### src/rtl/hrhp_pkg.sv
// Shared constants, codes and character helpers for the HTTP request head parser.
package hrhp_pkg;

  // Result event codes.
  localparam logic [1:0] EV_REQ_LINE = 2'd0;
  localparam logic [1:0] EV_HEADER   = 2'd1;
  localparam logic [1:0] EV_HDR_END  = 2'd2;
  localparam logic [1:0] EV_ERROR    = 2'd3;

  // Error codes.
  localparam logic [2:0] ERR_BAD_LINE   = 3'd0;
  localparam logic [2:0] ERR_BAD_METHOD = 3'd1;
  localparam logic [2:0] ERR_BAD_VER    = 3'd2;
  localparam logic [2:0] ERR_BAD_HDR    = 3'd3;
  localparam logic [2:0] ERR_TOO_LONG   = 3'd4;

  // Characters of interest.
  localparam logic [7:0] CH_SP    = 8'h20;
  localparam logic [7:0] CH_TAB   = 8'h09;
  localparam logic [7:0] CH_CR    = 8'h0D;
  localparam logic [7:0] CH_LF    = 8'h0A;
  localparam logic [7:0] CH_COLON = 8'h3A;
  localparam logic [7:0] CH_DOT   = 8'h2E;
  localparam logic [7:0] CH_ZERO  = 8'h30;
  localparam logic [7:0] CH_NINE  = 8'h39;

  localparam int NumMethods = 9;

  // Method name lengths, GET POST PUT PATCH DELETE HEAD OPTIONS CONNECT TRACE.
  localparam logic [2:0] METHOD_LEN [NumMethods] = '{
    3'd3, 3'd4, 3'd3, 3'd5, 3'd6, 3'd4, 3'd7, 3'd7, 3'd5
  };

  // Method names, first character in the top byte, zero padded.
  localparam logic [55:0] METHOD_NAME [NumMethods] = '{
    {"GET",     32'h0},
    {"POST",    24'h0},
    {"PUT",     32'h0},
    {"PATCH",   16'h0},
    {"DELETE",   8'h0},
    {"HEAD",    24'h0},
    "OPTIONS",
    "CONNECT",
    {"TRACE",   16'h0}
  };

  // Protocol prefix, first character in the top byte.
  localparam logic [39:0] PROTO_PREFIX = "HTTP/";

  function automatic logic is_digit(input logic [7:0] c);
    return (c >= CH_ZERO) && (c <= CH_NINE);
  endfunction

  function automatic logic is_blank(input logic [7:0] c);
    return (c == CH_SP) || (c == CH_TAB);
  endfunction

  // Character idx of method k.
  function automatic logic [7:0] method_ch(input int k, input logic [2:0] idx);
    logic [55:0] nm;
    nm = METHOD_NAME[k];
    return nm[8'(55 - 8 * int'(idx)) -: 8];
  endfunction

  // Character idx of the protocol prefix, idx below five.
  function automatic logic [7:0] proto_ch(input logic [2:0] idx);
    return PROTO_PREFIX[8'(39 - 8 * int'(idx)) -: 8];
  endfunction

  // Decimal accumulate with saturation at 255.
  function automatic logic [7:0] sat_acc(input logic [7:0] acc, input logic [7:0] c);
    logic [11:0] v;
    v = 12'(acc) * 12'd10 + 12'(c - CH_ZERO);
    return (v > 12'd255) ? 8'hFF : v[7:0];
  endfunction

endpackage

### src/rtl/http_request_head_parser_top.sv
// Top level of the HTTP request head parser: byte intake, line parsing, result register.
//
// Usage: request bytes enter one per transfer on the in_ stream (in_tdata is
// the byte). Lines end in CR LF; a CR is held until the next byte. For each
// line end the block emits one result on the out_ stream: request line done
// (method, version, URI span), header done (name and trimmed value spans),
// or headers end (body start offset). Errors and offset overflow emit one
// error result and then all bytes are consumed with no result until reset.
// After headers end, body bytes are consumed and dropped.
// A result is in the output register in the cycle after the byte that closes
// the line is transferred. Bytes are taken one per cycle while no result waits
// on a stalled receiver; all per-byte work is one pass of compare and counter
// logic between the state registers and the output register.
// Reset (rst_n low, synchronous) returns to the request line phase with all
// offsets at zero. When the receiver stalls with a result held, in_tready
// stays low until that result is transferred, whether or not the next byte
// would cause a result.
module http_request_head_parser_top #(
  parameter int POS_BITS = 16
) (
  input  logic        clk,
  input  logic        rst_n,
  input  logic        in_tvalid,
  output logic        in_tready,
  input  logic [7:0]  in_tdata,   // [7:0] data_byte
  output logic        out_tvalid,
  input  logic        out_tready,
  // [1:0] event_res, [5:2] method_code, [13:6] version_major,
  // [21:14] version_minor, [24:22] error_code, [40:25] first_pos,
  // [56:41] first_len, [72:57] second_pos, [88:73] second_len, rest zero
  output logic [95:0] out_tdata
);

  typedef enum logic [1:0] {
    PH_REQ  = 2'd0,
    PH_HDR  = 2'd1,
    PH_DONE = 2'd2,
    PH_HALT = 2'd3
  } phase_t;

  typedef logic [POS_BITS-1:0] pos_t;

  // Per-line parsing context.
  typedef struct packed {
    logic [2:0] tok;
    logic [8:0] cand;
    logic [2:0] midx;
    pos_t       uri_b;
    pos_t       uri_l;
    logic [2:0] vstep;
    logic [7:0] maj;
    logic [7:0] mnr;
    pos_t       name_l;
    pos_t       val_b;
    pos_t       val_nb;
  } ctx_t;

  localparam pos_t POS_MAX = '1;
  localparam pos_t POS_ONE = pos_t'(1);
  // Context after reset: every method still a candidate, all else zero.
  localparam ctx_t CTX_RST = '{cand: '1, default: '0};

  phase_t phase_r, phase_nxt;
  pos_t   offset_r, offset_nxt;
  logic   pcr_r, pcr_nxt;
  pos_t   lbeg_r, lbeg_nxt;
  ctx_t   ctx_r, ctx_nxt;
  logic   out_valid_r;
  logic [95:0] out_data_r;
  logic [95:0] res_data;
  logic   res_valid;
  logic   in_xfer;

  function automatic logic [15:0] lo16(input pos_t v);
    logic [POS_BITS+15:0] t;
    t = {16'h0, v};
    return t[15:0];
  endfunction

  function automatic ctx_t method_char(input ctx_t s, input logic [7:0] c);
    ctx_t r;
    r = s;
    for (int k = 0; k < hrhp_pkg::NumMethods; k++) begin
      if ((s.midx >= hrhp_pkg::METHOD_LEN[k]) || (hrhp_pkg::method_ch(k, s.midx) != c))
        r.cand[k] = 1'b0;
    end
    if (s.midx < 3'd7) r.midx = s.midx + 3'd1;
    return r;
  endfunction

  function automatic ctx_t method_finish(input ctx_t s);
    ctx_t r;
    r = s;
    for (int k = 0; k < hrhp_pkg::NumMethods; k++) begin
      if (hrhp_pkg::METHOD_LEN[k] != s.midx) r.cand[k] = 1'b0;
    end
    return r;
  endfunction

  function automatic ctx_t version_char(input ctx_t s, input logic [7:0] c);
    ctx_t r;
    r = s;
    if (s.vstep < 3'd5) begin
      if (c == hrhp_pkg::proto_ch(s.vstep)) r.vstep = s.vstep + 3'd1;
      else r.tok = 3'd7;
    end else if (s.vstep == 3'd5) begin
      if (hrhp_pkg::is_digit(c)) begin
        r.maj = c - hrhp_pkg::CH_ZERO;
        r.vstep = 3'd6;
      end else r.tok = 3'd7;
    end else if (s.vstep == 3'd6) begin
      if (hrhp_pkg::is_digit(c)) r.maj = hrhp_pkg::sat_acc(s.maj, c);
      else if (c == hrhp_pkg::CH_DOT) r.vstep = 3'd7;
      else r.tok = 3'd7;
    end else begin
      if (hrhp_pkg::is_digit(c)) begin
        r.mnr = c - hrhp_pkg::CH_ZERO;
        r.tok = 3'd6;
        r.vstep = 3'd0;
      end else r.tok = 3'd7;
    end
    return r;
  endfunction

  // One byte of line content, request line or header line.
  function automatic ctx_t content(input ctx_t s, input logic hdr, input logic [7:0] c,
                                   input pos_t pos);
    ctx_t r;
    logic sp, colon, blank;
    r = s;
    sp = (c == hrhp_pkg::CH_SP);
    colon = (c == hrhp_pkg::CH_COLON);
    blank = hrhp_pkg::is_blank(c);
    if (!hdr) begin
      case (s.tok)
        3'd0: if (!sp) begin
          r = method_char(s, c);
          r.tok = 3'd1;
        end
        3'd1: begin
          if (sp) begin
            r = method_finish(s);
            r.tok = 3'd2;
          end else r = method_char(s, c);
        end
        3'd2: if (!sp) begin
          r.uri_b = pos;
          r.uri_l = POS_ONE;
          r.tok = 3'd3;
        end
        3'd3: begin
          if (sp) r.tok = 3'd4;
          else r.uri_l = s.uri_l + POS_ONE;
        end
        3'd4: if (!sp) begin
          r.tok = 3'd5;
          r.vstep = 3'd0;
          r = version_char(r, c);
        end
        3'd5: r = version_char(s, c);
        3'd6: if (s.vstep == 3'd0) begin
          if (hrhp_pkg::is_digit(c)) r.mnr = hrhp_pkg::sat_acc(s.mnr, c);
          else r.vstep = 3'd1;
        end
        default: ;
      endcase
    end else begin
      case (s.tok)
        3'd0: begin
          if (colon) r.tok = 3'd1;
          else r.name_l = s.name_l + POS_ONE;
        end
        3'd1: if (!colon) begin
          if (blank) begin
            r.tok = 3'd2;
            r.val_b = pos + POS_ONE;
          end else begin
            r.tok = 3'd3;
            r.val_b = pos;
            r.val_nb = pos;
          end
        end
        3'd2: begin
          if (colon) r.tok = 3'd4;
          else if (blank) r.val_b = pos + POS_ONE;
          else begin
            r.tok = 3'd3;
            r.val_b = pos;
            r.val_nb = pos;
          end
        end
        3'd3: begin
          if (colon) r.tok = 3'd4;
          else if (!blank) r.val_nb = pos;
        end
        default: ;
      endcase
    end
    return r;
  endfunction

  // Pack one result.
  function automatic logic [95:0] pack_res(
      input logic [1:0] ev, input logic [3:0] mc, input logic [7:0] mj, input logic [7:0] mn,
      input logic [2:0] ec, input logic [15:0] fp, input logic [15:0] fl,
      input logic [15:0] sp, input logic [15:0] sl);
    return {7'h0, sl, sp, fl, fp, ec, mn, mj, mc, ev};
  endfunction

  assign in_tready = !out_valid_r || out_tready;
  assign in_xfer   = in_tvalid && in_tready;

  // Per-byte next state and result.
  always_comb begin
    ctx_t  c1, fin;
    pos_t  pos, vlen;
    logic  hdr;
    logic [3:0] code;
    phase_nxt  = phase_r;
    offset_nxt = offset_r;
    pcr_nxt    = pcr_r;
    lbeg_nxt   = lbeg_r;
    ctx_nxt    = ctx_r;
    res_valid  = 1'b0;
    res_data   = '0;
    c1   = ctx_r;
    fin  = ctx_r;
    pos  = offset_r;
    hdr  = (phase_r == PH_HDR);
    code = '0;
    vlen = '0;
    if (phase_r == PH_REQ || phase_r == PH_HDR) begin
      if (offset_r == POS_MAX) begin
        res_valid = 1'b1;
        res_data  = pack_res(hrhp_pkg::EV_ERROR, 4'd0, 8'd0, 8'd0, hrhp_pkg::ERR_TOO_LONG,
                             16'd0, 16'd0, 16'd0, 16'd0);
        phase_nxt = PH_HALT;
      end else begin
        offset_nxt = offset_r + POS_ONE;
        if (pcr_r && in_tdata == hrhp_pkg::CH_LF) begin
          // Line end.
          pcr_nxt = 1'b0;
          res_valid = 1'b1;
          fin = (ctx_r.tok == 3'd1) ? method_finish(ctx_r) : ctx_r;
          for (int k = hrhp_pkg::NumMethods - 1; k >= 0; k--) begin
            if (fin.cand[k]) code = 4'(k);
          end
          if (ctx_r.val_nb >= ctx_r.val_b) vlen = ctx_r.val_nb - ctx_r.val_b + POS_ONE;
          lbeg_nxt = pos + POS_ONE;
          ctx_nxt.tok = 3'd0;
          ctx_nxt.vstep = 3'd0;
          ctx_nxt.name_l = '0;
          ctx_nxt.val_b = '0;
          ctx_nxt.val_nb = '0;
          ctx_nxt.cand = fin.cand;
          if (!hdr) begin
            if (ctx_r.tok == 3'd0) begin
              res_data = pack_res(hrhp_pkg::EV_ERROR, 4'd0, 8'd0, 8'd0,
                                  hrhp_pkg::ERR_BAD_LINE, 16'd0, 16'd0, 16'd0, 16'd0);
              phase_nxt = PH_HALT;
            end else if (fin.cand == '0) begin
              res_data = pack_res(hrhp_pkg::EV_ERROR, 4'd0, 8'd0, 8'd0,
                                  hrhp_pkg::ERR_BAD_METHOD, 16'd0, 16'd0, 16'd0, 16'd0);
              phase_nxt = PH_HALT;
            end else if (ctx_r.tok <= 3'd4) begin
              res_data = pack_res(hrhp_pkg::EV_ERROR, 4'd0, 8'd0, 8'd0,
                                  hrhp_pkg::ERR_BAD_LINE, 16'd0, 16'd0, 16'd0, 16'd0);
              phase_nxt = PH_HALT;
            end else if (ctx_r.tok != 3'd6) begin
              res_data = pack_res(hrhp_pkg::EV_ERROR, 4'd0, 8'd0, 8'd0,
                                  hrhp_pkg::ERR_BAD_VER, 16'd0, 16'd0, 16'd0, 16'd0);
              phase_nxt = PH_HALT;
            end else begin
              res_data = pack_res(hrhp_pkg::EV_REQ_LINE, code, ctx_r.maj, ctx_r.mnr, 3'd0,
                                  lo16(ctx_r.uri_b), lo16(ctx_r.uri_l), 16'd0, 16'd0);
              phase_nxt = PH_HDR;
            end
          end else if (pos - POS_ONE == lbeg_r) begin
            res_data = pack_res(hrhp_pkg::EV_HDR_END, 4'd0, 8'd0, 8'd0, 3'd0,
                                lo16(pos + POS_ONE), 16'd0, 16'd0, 16'd0);
            phase_nxt = PH_DONE;
          end else if (ctx_r.tok <= 3'd1) begin
            res_data = pack_res(hrhp_pkg::EV_ERROR, 4'd0, 8'd0, 8'd0,
                                hrhp_pkg::ERR_BAD_HDR, 16'd0, 16'd0, 16'd0, 16'd0);
            phase_nxt = PH_HALT;
          end else begin
            res_data = pack_res(hrhp_pkg::EV_HEADER, 4'd0, 8'd0, 8'd0, 3'd0,
                                lo16(lbeg_r), lo16(ctx_r.name_l), lo16(ctx_r.val_b),
                                lo16(vlen));
          end
        end else begin
          // Held CR turns into content, then the new byte.
          if (pcr_r) c1 = content(ctx_r, hdr, hrhp_pkg::CH_CR, pos - POS_ONE);
          pcr_nxt = (in_tdata == hrhp_pkg::CH_CR);
          ctx_nxt = pcr_nxt ? c1 : content(c1, hdr, in_tdata, pos);
        end
      end
    end
  end

  // State, phase and result register.
  always_ff @(posedge clk) begin
    if (!rst_n) begin
      phase_r     <= PH_REQ;
      offset_r    <= '0;
      pcr_r       <= 1'b0;
      lbeg_r      <= '0;
      ctx_r       <= CTX_RST;
      out_valid_r <= 1'b0;
      out_data_r  <= '0;
    end else begin
      if (in_xfer) begin
        phase_r  <= phase_nxt;
        offset_r <= offset_nxt;
        pcr_r    <= pcr_nxt;
        lbeg_r   <= lbeg_nxt;
        ctx_r    <= ctx_nxt;
      end
      if (in_xfer && res_valid) out_valid_r <= 1'b1;
      else if (out_tready) out_valid_r <= 1'b0;
      if (in_xfer && res_valid) out_data_r <= res_data;
    end
  end

  assign out_tvalid = out_valid_r;
  assign out_tdata  = out_data_r;

  // An error result leaves the block halted.
  a_err_halts: assert property (@(posedge clk) disable iff (!rst_n)
    (out_valid_r && out_data_r[1:0] == hrhp_pkg::EV_ERROR) |-> (phase_r == PH_HALT))
    else $error("error result without halt");

  // Halted stays halted.
  a_halt_sticky: assert property (@(posedge clk) disable iff (!rst_n)
    (phase_r == PH_HALT) |=> (phase_r == PH_HALT))
    else $error("left halt without reset");

  // No result is produced once done or halted.
  a_no_res_idle: assert property (@(posedge clk) disable iff (!rst_n)
    (in_xfer && (phase_r == PH_DONE || phase_r == PH_HALT)) |-> !res_valid)
    else $error("result after parsing ended");

endmodule

### config.mk
export PLATFORM = sky130hd
export DESIGN_NAME = http_request_head_parser_top
export DESIGN_NICKNAME = d
export VERILOG_FILES = /design/src/rtl/hrhp_pkg.sv /design/src/rtl/http_request_head_parser_top.sv
export SDC_FILE = /design/constraint.sdc
export NUM_CORES = 1
export LEC_CHECK = 0
export ABC_CLOCK_PERIOD_IN_PS = 5750
export BUFFER_PORTS_ARGS = -buffer_cell sky130_fd_sc_hd__buf_2
export CORE_MARGIN = 4
export CORE_UTILIZATION = 30
export CTS_CLUSTER_SIZE = 25
export DETAILED_ROUTE_END_ITERATION = 6
export PLACE_DENSITY = 0.44
export SLEW_MARGIN = 25
export SYNTH_ARGS = -nofsm -noshare
export SYNTH_HDL_FRONTEND = slang
export SYNTH_SLANG_ARGS = --single-unit
### constraint.sdc
create_clock -name clk -period 5.75 [get_ports clk]
set_input_delay 0 -clock clk [delete_from_list [all_inputs] [get_ports clk]]
set_output_delay 0 -clock clk [all_outputs]
set_load 0.05 [all_outputs]
==> metrics.cfg <==
[sta]
timing.final.crit_share_pct=83.3
grt_setup_unrepaired=no
layout_min_cycle_time_ns=4.79
finClkSkew_ns=0.0244
tightestPinTransition_ns=1.06
setup_tns_ns=0
max_freq_ghz=0.209
setup_violations=0
hold_violations=0
slew_headroom_pct=29.1
maxSlewViolCount=0

[finish]
layout_commonest_cell=nor2_1
nets=2570
fillers=6373
final_cell_mix=nor2_1, dfxtp_1, o21ai_0, nand2_1, a21oi_1
regArea_sq_um=4780
area_growth_pct=12.9
stdcell_count=3233
multi_input_area_sq_um=12300
fin_area_sq_um=20500
antenna_cells=0
drive_above_1_share_pct=10.4

[clock_network]
cts_tree=yes
root_buffer=clkbuf_16
htree_num_levels=2
cts_buffer_depth=3
post_cts_resized=0
numCtsBuffers=34
cts_sinks=239
clk_latency_ns=0.55
post_cts_buffers=0
clkTransAtPathRegs_ns=0.06
hold_buffers=3

[yosys]
synth_edf_count=0
ys_seq_area_share_pct=26.3
synth.ff_latch_count=239
synthFlopType=dfxtp_1
syn_inst=2425
yosysUniqueCellTypes=102
syn_area_per_cell_sq_um=7.50
yosysWarnings=0
synth_area_sq_um=18200
async_reset_ff_share_pct=0

[worst_setup_path]
path_delay_family=compound AO/OA/AOI/OAI gates
path_buf_inv=1
path_cells=or2_2 -> nor3_2 -> nor2_1 -> a21oi_1 -> ha_1 -> inv_1 -> ha_1 -> nand3_1 -> a21oi_2 -> o21ai_0 -> o31a_1 -> a2111oi_0 -> a211oi_1 -> o21ai_0
crit_path_end_kind=flop
cp_max_fo=29
worst-setup-path-type=flop to flop
slowest_stage=ha_1
crit_required_ns=6.20
slowest_delay_ns=0.88
worstPathArrival_ns=5.24
worst_setup_path_start_kind=flop

[detailed_routing]
drt-initial-drc-count=1705
wire_per_inst_microns=21.7
drtAntennaViolNets=0
drc_errors=0
via_per_inst=5.77
dr.pass1.iters=5
vias=18700
routed_wirelength_microns=70000

[job]
cap_violations=0

[power]
irDropWorstVdd_mv=0.145
leakage_nw=7.66
powerDensity_nw_per_um2=216
finalPower_mw=4.44

[global_routing]
grt_pass1_vias=17600
antenna_found_initial=1
grt_pass1_wl_microns=107000
grt_max_degree=77
grt_overflow_total=0
track_usage_pct=20.9

[placement]
placedCellCount=3171
postPlaceCellArea_sq_um=19300
gp_congestion=0.912
portBuffers=102
hpwl_microns=50600

[floorplanning]
num_io_pins=110
fp.dieH_microns=254
die_area_sq_um=64600
rows=89
die_w_microns=254
start_util_pct=30.6
core-area_sq_um=59500

[status]
status=completed

[min_path]
hp-class=primary input to flop

[cell type report]
class                      count  share of cell area (%)
multi-input combinational   1900                    59.9
tap                          773                    4.71
clock inverter                10                   0.774
inverter                     110                    2.02
sequential                   239                    23.3
clock buffer                  48                    4.89
timing repair buffer         153                    4.39
[worst register-to-register path: cells and delay by family (launching register included)]
family / cells / cell delay, ns
adders and majority gates: 2 / 1.18
DFF: 1 / 0.30
buffers and inverters: 1 / 0.10
and+or+nand+nor: 4 / 1.28
AOI/OAI and AO/OA: 7 / 1.85
[synthesized netlist by cell type (18+ instances only)]
master    number  share of area [%]
nor2_1       259                5.3
dfxtp_1      239                 26
o21ai_0      207                5.7
nand2_1      199                4.1
a21oi_1      181                5.0
clkbuf_1     136                2.8
ha_1         108                7.4
inv_1        105                2.2
a22oi_1       76                3.1
nand3_1       73                2.0
nor3_1        72                2.0
xnor2_1       71                3.4
xor2_1        46                2.2
a211oi_1      35                1.4
nand4_1       35                1.2
nand2b_1      26               0.89
o211ai_1      26                1.1
a31oi_1       25               0.86
nor4_1        24               0.83
a22o_1        23                1.1
and3_1        21               0.72
or3_1         21               0.72
o21a_1        19               0.78
o31ai_1       19               0.78
buf_2         18               0.50
nor2b_1       18               0.62
[logic make-up (layout without fill, tap and decap cells)]
group / Yosys count / count (layout) / synth area share, %
buf+inv: 292 / 321 / 6.51
flops: 239 / 239 / 26.3
xor+xnor: 118 / 118 / 5.72
mux: 18 / 18 / 0.997
compound gates: 797 / 797 / 28.7
fa+ha+maj: 120 / 120 / 8.75
other cells: 1 / 7 / 0.0206
simple gates: 840 / 840 / 23.0
[stage by stage]
step	util [%]	hold WS [ns]	worst slack, ns
2_1_floorplan	-	0.261	1.77
3_3_place_gp	32.5	0.415	1.02
3_5_place_dp	32.5	0.418	1.08
4_1_cts	34.5	0.00171	1.02
5_1_grt	34.5	0.0495	0.659
6_report	34.5	0.0443	0.963
[power breakdown]
part	switching (mW)	leakage [nW]	internal, mW
logic	0.364	5.16	0.156
clock network	0.825	0.568	1.39
registers	0.0312	1.93	1.67
[routing by layer]
layer	wire [microns]	share of wire [%]	global-route usage, %
met1	34200	49	31.2
met2	29900	43	31.4
met3	4670	6.7	3.33
met4	1260	1.8	4.98
met5	0	0	0
[final timing paths]
kind                            cells after the start   startpoint  slack [ns]       endpoint
worst min register to register                      2    ctx_r[96]        0.46  out_tdata[38]
worst max register to register                     14   ctx_r[112]        0.96     ctx_r[106]
worst min-delay path                                3  in_tdata[0]        0.04      ctx_r[48]
worst max-delay path                               14   ctx_r[112]        0.96     ctx_r[106]
[sequential cells by signal (all words and copies together), names as in the netlist]
| signal | flops |
|---|---|
| out_tvalid | 1 |
| ctx_r | 114 |
| out_tdata | 89 |
| offset_r | 16 |
| pcr_r | 1 |
| phase_r | 2 |
| lbeg_r | 16 |
No activity file was read; power rests on OpenSTA's default activity.
